File: config.mk
export PLATFORM = sky130hd
export DESIGN_NAME = heater_pid_duty_controller_top
export DESIGN_NICKNAME = d
export VERILOG_FILES = /design/src/rtl/hpd_pkg.sv /design/src/rtl/heater_pid_duty_controller_top.sv /design/src/rtl/hpd_mul.sv /design/src/rtl/hpd_core.sv
export SDC_FILE = /design/constraint.sdc
export NUM_CORES = 2
export LEC_CHECK = 0
export BUFFER_PORTS_ARGS = -buffer_cell sky130_fd_sc_hd__buf_2
export CAP_MARGIN = 20
export CELL_PAD_IN_SITES_DETAIL_PLACEMENT = 1
export CELL_PAD_IN_SITES_GLOBAL_PLACEMENT = 2
export CORE_ASPECT_RATIO = 1.4
export CORE_UTILIZATION = 38
export DETAILED_ROUTE_END_ITERATION = 16
export GPL_ROUTABILITY_DRIVEN = 1
export PLACE_DENSITY = 0.83
export SYNTH_ARGS = -nofsm -noshare
export SYNTH_HDL_FRONTEND = slang
export SYNTH_SLANG_ARGS = --single-unit
File: constraint.sdc
create_clock -name i_clk -period 11.8 [get_ports i_clk]
set_input_delay 2.36 -clock i_clk [delete_from_list [all_inputs] [get_ports i_clk]]
set_output_delay 2.36 -clock i_clk [all_outputs]
set_load 0.03 [all_outputs]
File: src/rtl/hpd_pkg.sv
// Shared types and constants of the heater PID duty controller.
// No dependencies; imported by every module of the block.
package hpd_pkg;

    localparam int W_POW      = 16;
    localparam int W_GAIN     = 32;
    localparam int W_Q        = 31;
    localparam int W_ERR      = 18;
    localparam int W_INTEG    = 32;
    localparam int W_CNT      = 4;
    localparam int W_PCT      = 7;
    localparam int W_CFG_IDX  = 3;
    localparam int W_CFG_DATA = 32;

    // Shared multiplier operand and product widths.
    localparam int W_MA = 34;
    localparam int W_MB = 32;
    localparam int W_MP = W_MA + W_MB;

    // Width of the wide signed sums of the duty-domain terms.
    localparam int W_WIDE = 52;

    localparam logic [W_CFG_IDX-1:0] CFG_TARGET_POWER = 3'd0;
    localparam logic [W_CFG_IDX-1:0] CFG_GAIN_PROP    = 3'd1;
    localparam logic [W_CFG_IDX-1:0] CFG_GAIN_INTEG   = 3'd2;
    localparam logic [W_CFG_IDX-1:0] CFG_GAIN_DERIV   = 3'd3;
    localparam logic [W_CFG_IDX-1:0] CFG_INTEG_LIMIT  = 3'd4;
    localparam logic [W_CFG_IDX-1:0] CFG_SLEW_LIMIT   = 3'd5;
    localparam logic [W_CFG_IDX-1:0] CFG_ERROR_BAND   = 3'd6;
    localparam logic [W_CFG_IDX-1:0] CFG_DUTY_CEILING = 3'd7;

    localparam logic [W_POW-1:0]  RST_TARGET_POWER = 16'd0;
    localparam logic [W_GAIN-1:0] RST_GAIN_PROP    = 32'd25770;
    localparam logic [W_GAIN-1:0] RST_GAIN_INTEG   = 32'd258;
    localparam logic [W_GAIN-1:0] RST_GAIN_DERIV   = 32'd2576980;
    localparam logic [W_Q-1:0]    RST_INTEG_LIMIT  = 31'd1073742;
    localparam logic [W_Q-1:0]    RST_SLEW_LIMIT   = 31'd32212255;
    localparam logic [W_POW-1:0]  RST_ERROR_BAND   = 16'd50;
    localparam logic [W_Q-1:0]    RST_DUTY_CEILING = 31'd1073741824;

    localparam logic [W_POW-1:0] TARGET_OFFSET = 16'd50;

    // ceil(2^35 / 10): exact tenth after a shift of 35, fifth after 34,
    // twentieth after 36, for any dividend below 2^34.
    localparam logic [W_MB-1:0] RECIP_TEN    = 32'hCCCC_CCCD;
    localparam logic [W_MB-1:0] PCT_SCALE    = 32'd100;
    localparam logic [W_MA-1:0] ROUND_TWENTY = 34'd19;
    localparam logic [W_PCT-1:0] PCT_MAX     = 7'd127;

    typedef struct packed {
        logic [W_POW-1:0]  target_power;
        logic [W_GAIN-1:0] gain_prop;
        logic [W_GAIN-1:0] gain_integ;
        logic [W_GAIN-1:0] gain_deriv;
        logic [W_Q-1:0]    integ_limit;
        logic [W_Q-1:0]    slew_limit;
        logic [W_POW-1:0]  error_band;
        logic [W_Q-1:0]    duty_ceiling;
    } t_cfg;

    typedef struct packed {
        logic [W_PCT-1:0] duty_percent;
        logic [W_Q-1:0]   duty_fraction;
        logic             in_band;
    } t_res;

endpackage

File: src/rtl/heater_pid_duty_controller_top.sv
// Top level of the heater PID duty controller: configuration registers,
// input and output handshakes and the output register. Depends on hpd_pkg
// and hpd_core.
//
// Usage: each input word (run enable, measured power) is taken when i_valid
// is high and o_stall is low; each word gives exactly one result word
// (duty in percent, duty as a Q1.30 fraction, stable flag), offered with
// o_valid and taken when i_stall is low.
// One word is worked on at a time, and o_stall stays high while it is.
// A full control step walks the shared multiplier through seven products
// under the sequencer, from the check state to the finish state; the next
// word can be taken only once the result has been loaded and the sequencer
// is idle again. With run low or a target below the minimum the step needs
// no products and goes from the check state straight to the finish state.
// The output register parts the two sides: a finished result waits there
// while i_stall is high, and the next input word is still taken; that word's
// result then waits in the sequencer until the register is free.
// Configuration words (register index and data) are taken in any cycle
// (o_cfg_ready is always high) and should be written only while idle.
// Reset (synchronous, active low) restores the register defaults, clears the
// duty, integral, last error, stable flag and counter, and empties the output.
module heater_pid_duty_controller_top
    import hpd_pkg::*;
#(
    parameter logic [15:0] MIN_POWER        = 16'd100,
    parameter logic [30:0] DUTY_FLOOR       = 31'd0,
    parameter logic [3:0]  UNSTABLE_SAMPLES = 4'd10
) (
    input  logic                  i_clk,
    input  logic                  i_rst_n,
    input  logic                  i_valid,
    output logic                  o_stall,
    input  logic                  i_run_enable,
    input  logic [W_POW-1:0]      i_measured_power,
    output logic                  o_valid,
    input  logic                  i_stall,
    output logic [W_PCT-1:0]      o_duty_percent,
    output logic [W_Q-1:0]        o_duty_fraction,
    output logic                  o_in_band,
    input  logic                  i_cfg_valid,
    output logic                  o_cfg_ready,
    input  logic [W_CFG_IDX-1:0]  i_cfg_index,
    input  logic [W_CFG_DATA-1:0] i_cfg_data
);

    t_cfg r_cfg;
    t_res r_out;
    t_res w_res;
    logic r_out_valid;
    logic w_busy;
    logic w_accept;
    logic w_out_free;
    logic w_res_load;

    assign o_cfg_ready = 1'b1;

    always_ff @(posedge i_clk) begin
        if (!i_rst_n) begin
            r_cfg.target_power <= RST_TARGET_POWER;
            r_cfg.gain_prop    <= RST_GAIN_PROP;
            r_cfg.gain_integ   <= RST_GAIN_INTEG;
            r_cfg.gain_deriv   <= RST_GAIN_DERIV;
            r_cfg.integ_limit  <= RST_INTEG_LIMIT;
            r_cfg.slew_limit   <= RST_SLEW_LIMIT;
            r_cfg.error_band   <= RST_ERROR_BAND;
            r_cfg.duty_ceiling <= RST_DUTY_CEILING;
        end else if (i_cfg_valid && o_cfg_ready) begin
            case (i_cfg_index)
                CFG_TARGET_POWER: r_cfg.target_power <= i_cfg_data[W_POW-1:0];
                CFG_GAIN_PROP:    r_cfg.gain_prop    <= i_cfg_data;
                CFG_GAIN_INTEG:   r_cfg.gain_integ   <= i_cfg_data;
                CFG_GAIN_DERIV:   r_cfg.gain_deriv   <= i_cfg_data;
                CFG_INTEG_LIMIT:  r_cfg.integ_limit  <= i_cfg_data[W_Q-1:0];
                CFG_SLEW_LIMIT:   r_cfg.slew_limit   <= i_cfg_data[W_Q-1:0];
                CFG_ERROR_BAND:   r_cfg.error_band   <= i_cfg_data[W_POW-1:0];
                CFG_DUTY_CEILING: r_cfg.duty_ceiling <= i_cfg_data[W_Q-1:0];
                default: begin
                end
            endcase
        end
    end

    assign o_stall    = w_busy;
    assign w_accept   = i_valid && !w_busy;
    assign w_out_free = !r_out_valid || !i_stall;

    hpd_core #(
        .MIN_POWER        (MIN_POWER),
        .DUTY_FLOOR       (DUTY_FLOOR),
        .UNSTABLE_SAMPLES (UNSTABLE_SAMPLES)
    ) u_core (
        .i_clk            (i_clk),
        .i_rst_n          (i_rst_n),
        .i_accept         (w_accept),
        .i_run_enable     (i_run_enable),
        .i_measured_power (i_measured_power),
        .i_cfg            (r_cfg),
        .i_out_free       (w_out_free),
        .o_busy           (w_busy),
        .o_res_load       (w_res_load),
        .o_res            (w_res)
    );

    always_ff @(posedge i_clk) begin
        if (!i_rst_n) begin
            r_out_valid <= 1'b0;
        end else if (w_res_load) begin
            r_out_valid <= 1'b1;
        end else if (!i_stall) begin
            r_out_valid <= 1'b0;
        end
    end

    always_ff @(posedge i_clk) begin
        if (w_res_load) begin
            r_out <= w_res;
        end
    end

    assign o_valid         = r_out_valid;
    assign o_duty_percent  = r_out.duty_percent;
    assign o_duty_fraction = r_out.duty_fraction;
    assign o_in_band       = r_out.in_band;

    // A taken word must hold off the next one until its step is done.
    a_busy_after_accept: assert property (@(posedge i_clk) disable iff (!i_rst_n)
        (i_valid && !o_stall) |=> o_stall)
        else $error("input taken but controller not busy in the next cycle");

    // A new result only appears at the end of a step.
    a_result_after_step: assert property (@(posedge i_clk) disable iff (!i_rst_n)
        $rose(o_valid) |-> $past(o_stall))
        else $error("result offered without a step in progress");

    // The percent figure must agree with a zero duty.
    a_zero_duty_percent: assert property (@(posedge i_clk) disable iff (!i_rst_n)
        (o_valid && (o_duty_fraction == '0)) |-> (o_duty_percent == '0))
        else $error("non-zero percent with zero duty");

endmodule

File: src/rtl/hpd_mul.sv
// Shared unsigned multiplier of the controller with a registered product.
// Depends on hpd_pkg for the operand widths.
module hpd_mul
    import hpd_pkg::*;
(
    input  logic            i_clk,
    input  logic [W_MA-1:0] i_a,
    input  logic [W_MB-1:0] i_b,
    output logic [W_MP-1:0] o_prod
);

    logic [W_MP-1:0] r_prod;

    always_ff @(posedge i_clk) begin
        r_prod <= W_MP'(i_a) * W_MP'(i_b);
    end

    assign o_prod = r_prod;

endmodule

File: src/rtl/hpd_core.sv
// Sequencer and datapath of the PID step: controller state and the operand
// schedule of the shared multiplier. Depends on hpd_pkg and hpd_mul.
module hpd_core
    import hpd_pkg::*;
#(
    parameter logic [W_POW-1:0] MIN_POWER        = 16'd100,
    parameter logic [W_Q-1:0]   DUTY_FLOOR       = 31'd0,
    parameter logic [W_CNT-1:0] UNSTABLE_SAMPLES = 4'd10
) (
    input  logic             i_clk,
    input  logic             i_rst_n,
    input  logic             i_accept,
    input  logic             i_run_enable,
    input  logic [W_POW-1:0] i_measured_power,
    input  t_cfg             i_cfg,
    input  logic             i_out_free,
    output logic             o_busy,
    output logic             o_res_load,
    output t_res             o_res
);

    localparam logic [3:0] ST_IDLE     = 4'd0;
    localparam logic [3:0] ST_CHECK    = 4'd1;
    localparam logic [3:0] ST_MUL_P    = 4'd2;
    localparam logic [3:0] ST_MUL_I    = 4'd3;
    localparam logic [3:0] ST_MUL_D    = 4'd4;
    localparam logic [3:0] ST_SUM_PD   = 4'd5;
    localparam logic [3:0] ST_PREDICT  = 4'd6;
    localparam logic [3:0] ST_PICK_I   = 4'd7;
    localparam logic [3:0] ST_CHANGE   = 4'd8;
    localparam logic [3:0] ST_NEW_DUTY = 4'd9;
    localparam logic [3:0] ST_UPDATE   = 4'd10;
    localparam logic [3:0] ST_PERCENT  = 4'd11;
    localparam logic [3:0] ST_FINISH   = 4'd12;

    logic [3:0] r_state, n_state;

    // Controller state.
    logic [W_Q-1:0]            r_duty;
    logic signed [W_INTEG-1:0] r_integ;
    logic signed [W_ERR-1:0]   r_prev;
    logic                      r_stable;
    logic [W_CNT-1:0]          r_cnt;

    // Working registers of one step.
    logic                      r_run;
    logic [W_POW-1:0]          r_meas;
    logic signed [W_ERR-1:0]   r_e;
    logic signed [W_ERR-1:0]   r_de;
    logic signed [W_WIDE-1:0]  r_p;
    logic signed [W_WIDE-1:0]  r_acc;
    logic signed [W_INTEG-1:0] r_ni;
    logic signed [W_INTEG-1:0] r_ig;
    logic signed [W_INTEG-1:0] r_chg;
    logic                      r_sat;
    logic                      r_push;
    logic [W_Q-1:0]            r_nd;
    logic                      r_at_lim;
    t_res                      r_res;

    logic [W_MA-1:0] w_mul_a;
    logic [W_MB-1:0] w_mul_b;
    logic [W_MP-1:0] w_prod;

    hpd_mul u_mul (
        .i_clk  (i_clk),
        .i_a    (w_mul_a),
        .i_b    (w_mul_b),
        .o_prod (w_prod)
    );

    logic signed [W_ERR-1:0]   w_err;
    logic signed [W_ERR-1:0]   w_derr;
    logic [W_ERR-1:0]          w_abs_e;
    logic [W_ERR-1:0]          w_abs_de;
    logic [W_INTEG-1:0]        w_abs_ni;
    logic [W_INTEG-1:0]        w_abs_ig;
    logic                      w_term_neg;
    logic signed [W_WIDE-1:0]  w_term_pos;
    logic signed [W_WIDE-1:0]  w_term;
    logic signed [W_WIDE-1:0]  w_lim;
    logic signed [W_WIDE-1:0]  w_ni_raw;
    logic signed [W_WIDE-1:0]  w_ni_sat;
    logic signed [W_WIDE-1:0]  w_pred;
    logic signed [W_WIDE-1:0]  w_ceil_w;
    logic signed [W_WIDE-1:0]  w_floor_w;
    logic                      w_pred_hi;
    logic                      w_pred_lo;
    logic                      w_e_pos;
    logic [W_INTEG-1:0]        w_q10;
    logic signed [W_INTEG-1:0] w_pick;
    logic [W_Q-1:0]            w_maxc;
    logic signed [W_WIDE-1:0]  w_maxc_w;
    logic signed [W_WIDE-1:0]  w_chg_raw;
    logic signed [W_WIDE-1:0]  w_chg_sat;
    logic                      w_quiet;
    logic signed [W_Q+1:0]     w_nd0;
    logic signed [W_Q+1:0]     w_nd1;
    logic signed [W_Q+1:0]     w_nd2;
    logic signed [W_Q+1:0]     w_ceil_n;
    logic signed [W_Q+1:0]     w_floor_n;
    logic [W_INTEG-1:0]        w_q20;
    logic [W_INTEG-1:0]        w_mag95;
    logic signed [W_INTEG-1:0] w_int95;
    logic                      w_in_band;
    logic [W_CNT-1:0]          w_cnt_inc;
    logic [8:0]                w_pct_raw;
    logic [W_PCT-1:0]          w_pct;

    assign w_err  = $signed({2'b00, i_cfg.target_power} + {2'b00, TARGET_OFFSET}
                            - {2'b00, r_meas});
    assign w_derr = w_err - r_prev;

    assign w_abs_e  = r_e[W_ERR-1]    ? W_ERR'(-r_e)     : W_ERR'(r_e);
    assign w_abs_de = r_de[W_ERR-1]   ? W_ERR'(-r_de)    : W_ERR'(r_de);
    assign w_abs_ni = r_ni[W_INTEG-1] ? W_INTEG'(-r_ni)  : W_INTEG'(r_ni);
    assign w_abs_ig = r_ig[W_INTEG-1] ? W_INTEG'(-r_ig)  : W_INTEG'(r_ig);
    assign w_e_pos  = !r_e[W_ERR-1] && (r_e != '0);

    // A gain product is Q34.32; keeping bits 49 to 2 gives Q18.30, toward zero.
    assign w_term_neg = (r_state == ST_SUM_PD) ? r_de[W_ERR-1] : r_e[W_ERR-1];
    assign w_term_pos = $signed({{(W_WIDE-48){1'b0}}, w_prod[49:2]});
    assign w_term     = w_term_neg ? -w_term_pos : w_term_pos;

    assign w_lim    = $signed({{(W_WIDE-W_Q){1'b0}}, i_cfg.integ_limit});
    assign w_ni_raw = W_WIDE'(r_integ) + w_term;

    always_comb begin
        if (w_ni_raw > w_lim) begin
            w_ni_sat = w_lim;
        end else if (w_ni_raw < -w_lim) begin
            w_ni_sat = -w_lim;
        end else begin
            w_ni_sat = w_ni_raw;
        end
    end

    assign w_ceil_w  = $signed({{(W_WIDE-W_Q){1'b0}}, i_cfg.duty_ceiling});
    assign w_floor_w = $signed({{(W_WIDE-W_Q){1'b0}}, DUTY_FLOOR});
    assign w_pred    = r_acc + $signed({{(W_WIDE-W_Q){1'b0}}, r_duty}) + W_WIDE'(r_ni);
    assign w_pred_hi = (w_pred >= w_ceil_w);
    assign w_pred_lo = (w_pred <= w_floor_w);

    // Three tenths of the clamped integral, on the magnitude.
    assign w_q10  = {1'b0, w_prod[65:35]};
    assign w_pick = r_ni[W_INTEG-1] ? -$signed(w_q10) : $signed(w_q10);

    // While stable the slew limit is a fifth of its set value.
    assign w_maxc    = r_stable ? w_prod[64:34] : i_cfg.slew_limit;
    assign w_maxc_w  = $signed({{(W_WIDE-W_Q){1'b0}}, w_maxc});
    assign w_chg_raw = r_acc + W_WIDE'(r_ig);
    assign w_quiet   = r_stable && ({1'b0, w_abs_e, 1'b0} < {4'b0000, i_cfg.error_band});

    always_comb begin
        if (w_quiet) begin
            w_chg_sat = '0;
        end else if (w_chg_raw > w_maxc_w) begin
            w_chg_sat = w_maxc_w;
        end else if (w_chg_raw < -w_maxc_w) begin
            w_chg_sat = -w_maxc_w;
        end else begin
            w_chg_sat = w_chg_raw;
        end
    end

    // Ceiling first, then floor, so a floor above the ceiling wins.
    assign w_ceil_n  = $signed({2'b00, i_cfg.duty_ceiling});
    assign w_floor_n = $signed({2'b00, DUTY_FLOOR});
    assign w_nd0     = (W_Q+2)'(r_chg) + $signed({2'b00, r_duty});
    assign w_nd1     = (w_nd0 > w_ceil_n) ? w_ceil_n : w_nd0;
    assign w_nd2     = (w_nd1 < w_floor_n) ? w_floor_n : w_nd1;

    // Nineteen twentieths of x is x minus the ceiling of x over twenty.
    assign w_q20   = {2'b00, w_prod[65:36]};
    assign w_mag95 = w_abs_ig - w_q20;
    assign w_int95 = r_ig[W_INTEG-1] ? -$signed(w_mag95) : $signed(w_mag95);

    assign w_in_band = ({1'b0, w_abs_e} < {3'b000, i_cfg.error_band});
    assign w_cnt_inc = r_cnt + 4'd1;

    assign w_pct_raw = w_prod[38:30];
    assign w_pct     = (w_pct_raw > {2'b00, PCT_MAX}) ? PCT_MAX : w_pct_raw[W_PCT-1:0];

    always_comb begin
        w_mul_a = '0;
        w_mul_b = '0;
        case (r_state)
            ST_MUL_P: begin
                w_mul_a = {{(W_MA-W_ERR){1'b0}}, w_abs_e};
                w_mul_b = i_cfg.gain_prop;
            end
            ST_MUL_I: begin
                w_mul_a = {{(W_MA-W_ERR){1'b0}}, w_abs_e};
                w_mul_b = i_cfg.gain_integ;
            end
            ST_MUL_D: begin
                w_mul_a = {{(W_MA-W_ERR){1'b0}}, w_abs_de};
                w_mul_b = i_cfg.gain_deriv;
            end
            ST_PREDICT: begin
                w_mul_a = {2'b00, w_abs_ni} + {1'b0, w_abs_ni, 1'b0};
                w_mul_b = RECIP_TEN;
            end
            ST_PICK_I: begin
                w_mul_a = {3'b000, i_cfg.slew_limit};
                w_mul_b = RECIP_TEN;
            end
            ST_NEW_DUTY: begin
                w_mul_a = {2'b00, w_abs_ig} + ROUND_TWENTY;
                w_mul_b = RECIP_TEN;
            end
            ST_UPDATE: begin
                w_mul_a = {3'b000, r_nd};
                w_mul_b = PCT_SCALE;
            end
            default: begin
                w_mul_a = '0;
                w_mul_b = '0;
            end
        endcase
    end

    always_comb begin
        n_state = r_state;
        case (r_state)
            ST_IDLE: begin
                if (i_accept) begin
                    n_state = ST_CHECK;
                end
            end
            ST_CHECK: begin
                if (!r_run || (i_cfg.target_power < MIN_POWER)) begin
                    n_state = ST_FINISH;
                end else begin
                    n_state = ST_MUL_P;
                end
            end
            ST_MUL_P:    n_state = ST_MUL_I;
            ST_MUL_I:    n_state = ST_MUL_D;
            ST_MUL_D:    n_state = ST_SUM_PD;
            ST_SUM_PD:   n_state = ST_PREDICT;
            ST_PREDICT:  n_state = ST_PICK_I;
            ST_PICK_I:   n_state = ST_CHANGE;
            ST_CHANGE:   n_state = ST_NEW_DUTY;
            ST_NEW_DUTY: n_state = ST_UPDATE;
            ST_UPDATE:   n_state = ST_PERCENT;
            ST_PERCENT:  n_state = ST_FINISH;
            ST_FINISH: begin
                if (i_out_free) begin
                    n_state = ST_IDLE;
                end
            end
            default:     n_state = ST_IDLE;
        endcase
    end

    always_ff @(posedge i_clk) begin
        if (!i_rst_n) begin
            r_state  <= ST_IDLE;
            r_duty   <= '0;
            r_integ  <= '0;
            r_prev   <= '0;
            r_stable <= 1'b0;
            r_cnt    <= '0;
        end else begin
            r_state <= n_state;
            case (r_state)
                ST_CHECK: begin
                    if (r_run && (i_cfg.target_power < MIN_POWER)) begin
                        r_duty   <= '0;
                        r_integ  <= '0;
                        r_stable <= 1'b0;
                    end else if (r_run) begin
                        r_prev <= w_err;
                    end
                end
                ST_UPDATE: begin
                    r_duty  <= r_nd;
                    r_integ <= r_at_lim ? w_int95 : r_ig;
                    if (w_in_band) begin
                        r_stable <= 1'b1;
                    end else if (w_cnt_inc >= UNSTABLE_SAMPLES) begin
                        r_cnt    <= '0;
                        r_stable <= 1'b0;
                    end else begin
                        r_cnt <= w_cnt_inc;
                    end
                end
                default: begin
                end
            endcase
        end
    end

    always_ff @(posedge i_clk) begin
        if (i_accept && (r_state == ST_IDLE)) begin
            r_run  <= i_run_enable;
            r_meas <= i_measured_power;
        end
        case (r_state)
            ST_CHECK: begin
                r_e  <= w_err;
                r_de <= w_derr;
                if (!r_run) begin
                    r_res <= '{duty_percent: '0, duty_fraction: '0, in_band: r_stable};
                end else begin
                    r_res <= '0;
                end
            end
            ST_MUL_I: begin
                r_p <= w_term;
            end
            ST_MUL_D: begin
                r_ni <= W_INTEG'(w_ni_sat);
            end
            ST_SUM_PD: begin
                r_acc <= r_p + w_term;
            end
            ST_PREDICT: begin
                r_sat  <= w_pred_hi || w_pred_lo;
                r_push <= (w_pred_hi && w_e_pos) || (w_pred_lo && r_e[W_ERR-1]);
            end
            ST_PICK_I: begin
                if (!r_sat) begin
                    r_ig <= r_ni;
                end else if (r_push) begin
                    r_ig <= w_pick;
                end else begin
                    r_ig <= r_integ;
                end
            end
            ST_CHANGE: begin
                r_chg <= W_INTEG'(w_chg_sat);
            end
            ST_NEW_DUTY: begin
                r_nd     <= w_nd2[W_Q-1:0];
                r_at_lim <= (w_nd2 >= w_ceil_n) || (w_nd2 <= w_floor_n);
            end
            ST_PERCENT: begin
                r_res <= '{duty_percent: w_pct, duty_fraction: r_duty, in_band: r_stable};
            end
            default: begin
            end
        endcase
    end

    assign o_busy     = (r_state != ST_IDLE);
    assign o_res_load = (r_state == ST_FINISH) && i_out_free;
    assign o_res      = r_res;

endmodule
**Word-level counts from Yosys, hierarchy flattened**

Cells that the tools add are included.

- Add/subtract/negate cells: 22
- $mul: 1
- $lt $le $gt $ge: 15
- Eq/ne operators: 24
- Mux-type cells: 38
- Bitwise operators: 2
- Reduce and logical (&&, ||, !) cells: 40

Operators by type and width:

| kind | count |
|---|---|
| $mux W32 | 10 |
| $pmux W34 S6 | 1 |
| $pmux W32 S5 | 1 |
| $add A52 B32 Y52 | 3 |
| $mux W31 | 4 |
| $gt A52 B32 Y1 | 2 |
| $lt A52 B52 Y1 | 2 |
| $neg A31 Y52 | 2 |
| $neg A32 Y32 | 3 |
| $pmux W39 S2 | 1 |
| $mul A34 B32 Y66 | 1 |
| $mux W33 | 2 |
| $pmux W32 S2 | 1 |
| $pmux W31 S2 | 1 |
| $add A32 B52 Y52 | 1 |
| $add A52 B52 Y52 | 1 |
| $ge A52 B32 Y1 | 1 |
| $le A52 B1 Y1 const B | 1 |
| $mux W52 | 1 |
| $neg A48 Y52 | 1 |
| $pmux W4 S13 | 1 |
| $mux W18 | 2 |
| $neg A18 Y18 | 2 |
| $add A32 B33 Y34 | 1 |
| 43 further kinds | 96 |

- Flip-flop bits (word level): 743
- Bits of input ports: 57
- Output and inout bits: 42
- Logic and storage cells: 179

**Logic depth before layout (Yosys ltp)**

- Word-level depth: 7
- Gate-level depth with buffers: 50
- Mapped depth without buffers: 49

**By module**

A second synthesis with hierarchy kept.

- Cell total of the unflattened synthesis: 10834
- Area total of the unflattened synthesis: 96120.9 sq um

Modules (own cells, without submodules):

| module | instances | cells an instance | area each (sq um) | sequential area each (sq um) |
|---|---|---|---|---|
| hpd_core | 1 | 6013 | 50424.6 | 11591.1 |
| hpd_mul | 1 | 3984 | 36219.7 | 1321.3 |
| heater_pid_duty_controller_top | 1 | 837 | 9476.6 | 5615.4 |

**Worst setup path before layout**

OpenSTA, ideal clock, no wires.

- Path type: register to register
- Start point: reg u_core.r_ni[4]
- End point: reg u_core.u_mul.r_prod[62], in the netlist u_core.u_mul.o_prod[62]
- Setup time: 72 ps
- Arrival time: 11916 ps
- Required time: 11728 ps
- Path slack: -188 ps
- Cell stages (with the launch flop): 45
- Buffers on the path: 0
- Clock period less this slack: 11988 ps
- Cells stage by stage: edfxtp_1 or3_1 nor2_1 nand2_1 or2_1 nand2b_1 or4_1 or3_1 o41ai_1 xnor2_1 ha_1 a211o_1 nor3b_1 o2111a_1 nor3_1 a41oi_1 a21oi_1 o41a_1 [... 9 more ...] fa_1 fa_1 fa_1 inv_1 fa_1 inv_1 ha_1 a21o_1 a21o_1 a21o_1 a221o_1 a21o_1 a41o_1 a21boi_0 o21ai_0 a21o_1 a21oi_1 xnor2_1

- Longest elaborated chain between the ends: 5

Ends and longest elaborated chain:

| element | RTL line | RTL |
|---|---|---|
| from (decl) | hpd_core.sv:52 | `logic signed [W_INTEG-1:0] r_ni;` |
| from (signal assigned) | hpd_core.sv:314 | `r_ni <= W_INTEG'(w_ni_sat);` |
| $neg A32 Y32 | hpd_core.sv:116 | `assign w_abs_ni = r_ni[W_INTEG-1] ? W_INTEG'(-r_ni) : W_INTEG'(r_ni);` |
| $mux W32 (*) | hpd_core.sv:116 |  |
| $add A32 B33 Y34 (*) | hpd_core.sv:201 | `w_mul_a = {2'b00, w_abs_ni} + {1'b0, w_abs_ni, 1'b0};` |
| $pmux W34 S6 (*) | hpd_core.sv:187 | `case (r_state)` |
| $mul A34 B32 Y66 (*) | hpd_mul.sv:15 | `r_prod <= W_MP'(i_a) * W_MP'(i_b);` |
| to (signal assigned) | hpd_mul.sv:15 |  |
| to (decl) | hpd_mul.sv:12 | `logic [W_MP-1:0] r_prod;` |

Every way passes the cells marked *; elsewhere a longest branch is shown, timed or not.
A chain may end at the register's enable or synchronous reset.

**Worst setup path after layout**

- Start point: reg u_core.r_ni[4]
- End point: reg u_core.u_mul.r_prod[52], in the netlist u_core.u_mul.o_prod[52]

Same word-level chain as after synthesis.

==> metrics.yaml <==
ys_ff_latch: 741
htreeDepth: 3
hold_viol_final: 0
syn_area_sq_mm: 0.0944
synth_top_family_by_area: "adder cells"
critPathMaxFanout: 3
path_clk_slew_ns: 0.06
synthArstFlopShare_pct: 0
violations: "negative setup slack"
place_congestion: 1.01
min_from: "u_core.o_res[23]$_SDFFCE_PN0P_"
vias: 85277
cts.path.max_buffers: 3
coreArea_sq_mm: 0.247
antenna_found_initial: 38
drc: 0
p_leak_uw: 0.0483
io_buffers: 97
dp_slack_ns: -0.683
finalMaxSlewViolations: 0
hold_depth: 0
fin_crit_ns: 11.80
outcome: "finished with violations"
switchingPower_uw: 13300
ant_nets: 0
critPathLaunchType: "flop"
syn_avg_cell_area_sq_um: 8.70
cpMostUsedCell: "fa_1"
crit_path_end_kind: "flop"
vdd_drop_max_uv: 382
reg2reg_to: "u_core.u_mul.o_prod[52]$_DFF_P_"
skew_ns: 0.0872
dp_hpwl_um: 369000
finalSetupViolCount: 1
synth_cell_type_count: 107
p_comb_share_pct: 73.9
cts_hold_buffers: 0
internal_power_uw: 12700
yosysWarningCount: 0
p_per_area_mw_per_mm2: 244
timing.final.crit_share_pct: 100
wl_um: 440000
fp.dieArea_sq_mm: 0.250
power_uw: 26000
core.rowCount: 216
rsz0062_at_grt: "yes"
synth_mux_area_share_pct: 1.47
synth_flop_cell: "dfxtp_1"
post_drt_wl_per_cell_um: 29.7
rr_worst_depth: 46
hp-class: "flop to flop"
clock_latency_ns: 0.78
drv_cap: 0
dr.pass1.iters: 6
synth_compound_area_share_pct: 16.2
synth_edf_count: 365
area_delta_synth_final_pct: 13.2
synthCells: 10848
r2r_start: "u_core.r_ni[4]$_DFFE_PP_"
yosys.area_share.simple_pct: 16.2
crit_type: "flop to flop"
grtUsageTotal_pct: 34.6
vias_per_cell: 5.77
die_height_um: 592
clock.fmax_ghz: 0.0847
rrSetupSlack_ns: -0.004
grt_max_degree: 112
numCtsBuffers: 90
root_buffer: "clkbuf_16"
worst_slack_ns: -0.00396
seqPwrFrac_pct: 14.6
drive_gt1_share_pct: 9.79
synth_fa_ha_area_share_pct: 33.2
synthXorXnorAreaFrac_pct: 5.70
worst_pin_slew_ns: 1.25
grt_first_pass_wirelength_um: 630000
fin_setup_tns_ns: -0.00396
critical_path_arrival_ns: 12.39
slew-limit-headroom_pct: 15.8
cts_tree: "done"
initial_core_util_pct: 38.2
drt_iter0_drc: 5477
ys_seq_area_share_pct: 19.6
fin_nets: 13392
overflow: 0
grt_pass1_vias: 92052
pwr-share-clk_pct: 11.5
die_w_um: 423
hold_path_end: "o_duty_fraction[22]$_DFFE_PP_"
switching_share_pct: 51.1
worst_path_max_delay_cell: "fa_1"
required_ns: 12.39
clock_sinks: 741
ios: 99
slowest_delay_ns: 0.56
[Yosys cell counts (170+ instances only)]
library cell | n | area (sq um)
inv_1 | 1431 | 5370
nand2_1 | 1359 | 5100
fa_1 | 996 | 19900
ha_1 | 914 | 11400
nor2_1 | 698 | 2620
a21oi_1 | 554 | 2770
xnor2_1 | 431 | 3770
clkbuf_1 | 379 | 1420
dfxtp_1 | 376 | 7530
o21ai_0 | 367 | 1840
edfxtp_1 | 365 | 11000
a21o_1 | 280 | 2100
a21boi_0 | 229 | 1720
nand3_1 | 197 | 986
xor2_1 | 180 | 1580
and2_1 | 176 | 1100
nor3_1 | 170 | 851
[cell families (layout without fill, tap and decap cells)]
family | Yosys count | count (layout)
muxes | 134 | 134
DFF | 741 | 741
AOI/OAI and AO/OA | 2275 | 2275
buffers and inverters | 1878 | 2306
adders and majority gates | 1910 | 1910
and+or+nand+nor | 3295 | 3295
xor gates and xnor gates | 613 | 613
other | 2 | 247
[sequential cells by signal (all words and copies together), names as in the netlist, 4 cells and up]
register	count
u_core.r_ig	32
u_core.r_cnt	4
r_cfg	221
u_core.r_e	18
u_core.r_chg	32
u_core.r_acc	52
u_core.r_ni	32
o_duty_fraction	31
u_core.r_duty	31
u_core.r_meas	16
u_core.u_mul.o_prod	64
u_core.r_integ	32
u_core.r_nd	31
o_duty_percent	7
u_core.r_state	4
u_core.r_de	18
u_core.r_p	52
u_core.o_res	39
u_core.r_prev	18
[layout make-up]
cell class | instances | area (sq um)
clock inverters | 51 | 659
diodes | 19 | 47.5
inverters | 1433 | 5380
multi-input cells | 8455 | 70500
repair buffers | 704 | 5310
well taps | 3270 | 4090
fillers | 28949 | 140000
clock buffers | 118 | 2440
flip-flops and latches | 741 | 18500
[power groups by stage]
stage	registers, uW	logic [uW]	clock network [uW]
after floorplan	3530	10400	0
after global placement	3810	17600	0
after detailed placement	3820	18100	0
after CTS	3760	18500	3050
after global routing	3780	20700	3130
final	3790	19200	3010
[worst max-delay path: cells and delay by family (launching register included)]
family	cells	cell delay, ns
xor gates and xnor gates	3	0.48
AOI/OAI and AO/OA	12	2.19
DFF	1	0.39
and+or+nand+nor	13	3.34
adders and majority gates	10	4.46
buffers and inverters	8	0.80
[through the flow]
step / utilization (%) / instances / area (sq um) / hold slack (ns)
2_1_floorplan: - / 11074 / 95300 / 0.400
3_3_place_gp: 41.6 / 14573 / 103000 / 0.401
3_5_place_dp: 41.7 / 14575 / 103000 / 0.406
4_1_cts: 43.1 / 14757 / 106000 / 0.385
5_1_grt: 43.3 / 14774 / 107000 / 0.389
6_report: 43.3 / 14791 / 107000 / 0.382
[placed cells by master, fill, tap and decap left out, types with 94 or more instances in the layout]
cell	n
inv_1	1417
nand2_1	1353
fa_1	991
ha_1	902
nor2_1	684
buf_4	579
a21oi_1	532
xnor2_1	423
dfxtp_1	375
edfxtp_1	365
o21ai_0	354
a21o_1	280
conb_1	228
a21boi_0	227
nand3_1	194
xor2_1	179
and2_1	172
nor3_1	165
nand4_1	141
nor2b_1	133
o21a_1	111
buf_2	96
mux2i_1	94
[layer usage]
layer / GRT usage [%] / vias up / share of wire [%]
li1: - / 37706 / -
met1: 37.0 / 43636 / 36
met2: 61.3 / 2734 / 50
met3: 5.30 / 1181 / 5.2
met4: 26.1 / 20 / 8.9
met5: 0 / - / 0.033
[worst max-delay path by stage]
| stage | startpoint | end | slack [ns] | cells past startpoint |
|---|---|---|---|---|
| detailed placement | u_core.r_ni[4]$_DFFE_PP_ | u_core.u_mul.o_prod[61]$_DFF_P_ | -0.68 | 44 |
| CTS | u_core.r_ni[4]$_DFFE_PP_ | u_core.u_mul.o_prod[52]$_DFF_P_ | -0.07 | 46 |
| floorplan | u_core.r_ni[4]$_DFFE_PP_ | u_core.u_mul.o_prod[62]$_DFF_P_ | 0.04 | 44 |
| global placement | u_core.r_ni[4]$_DFFE_PP_ | u_core.u_mul.o_prod[57]$_DFF_P_ | -0.55 | 47 |
| finish | u_core.r_ni[4]$_DFFE_PP_ | u_core.u_mul.o_prod[52]$_DFF_P_ | -0.004 | 46 |
| global route | u_core.r_ni[4]$_DFFE_PP_ | u_core.u_mul.o_prod[64]$_DFF_P_ | -0.36 | 48 |
[repair_timing]
item / CTS / global route
pin swaps: 31 / 41
endpoints found under the setup margin: 28 / 30
endpoints found under the hold margin: 0 / 0
gates resized for setup: 63 / 83
buffers inserted: 14 / 13
No activity file was read; power rests on OpenSTA's default activity.
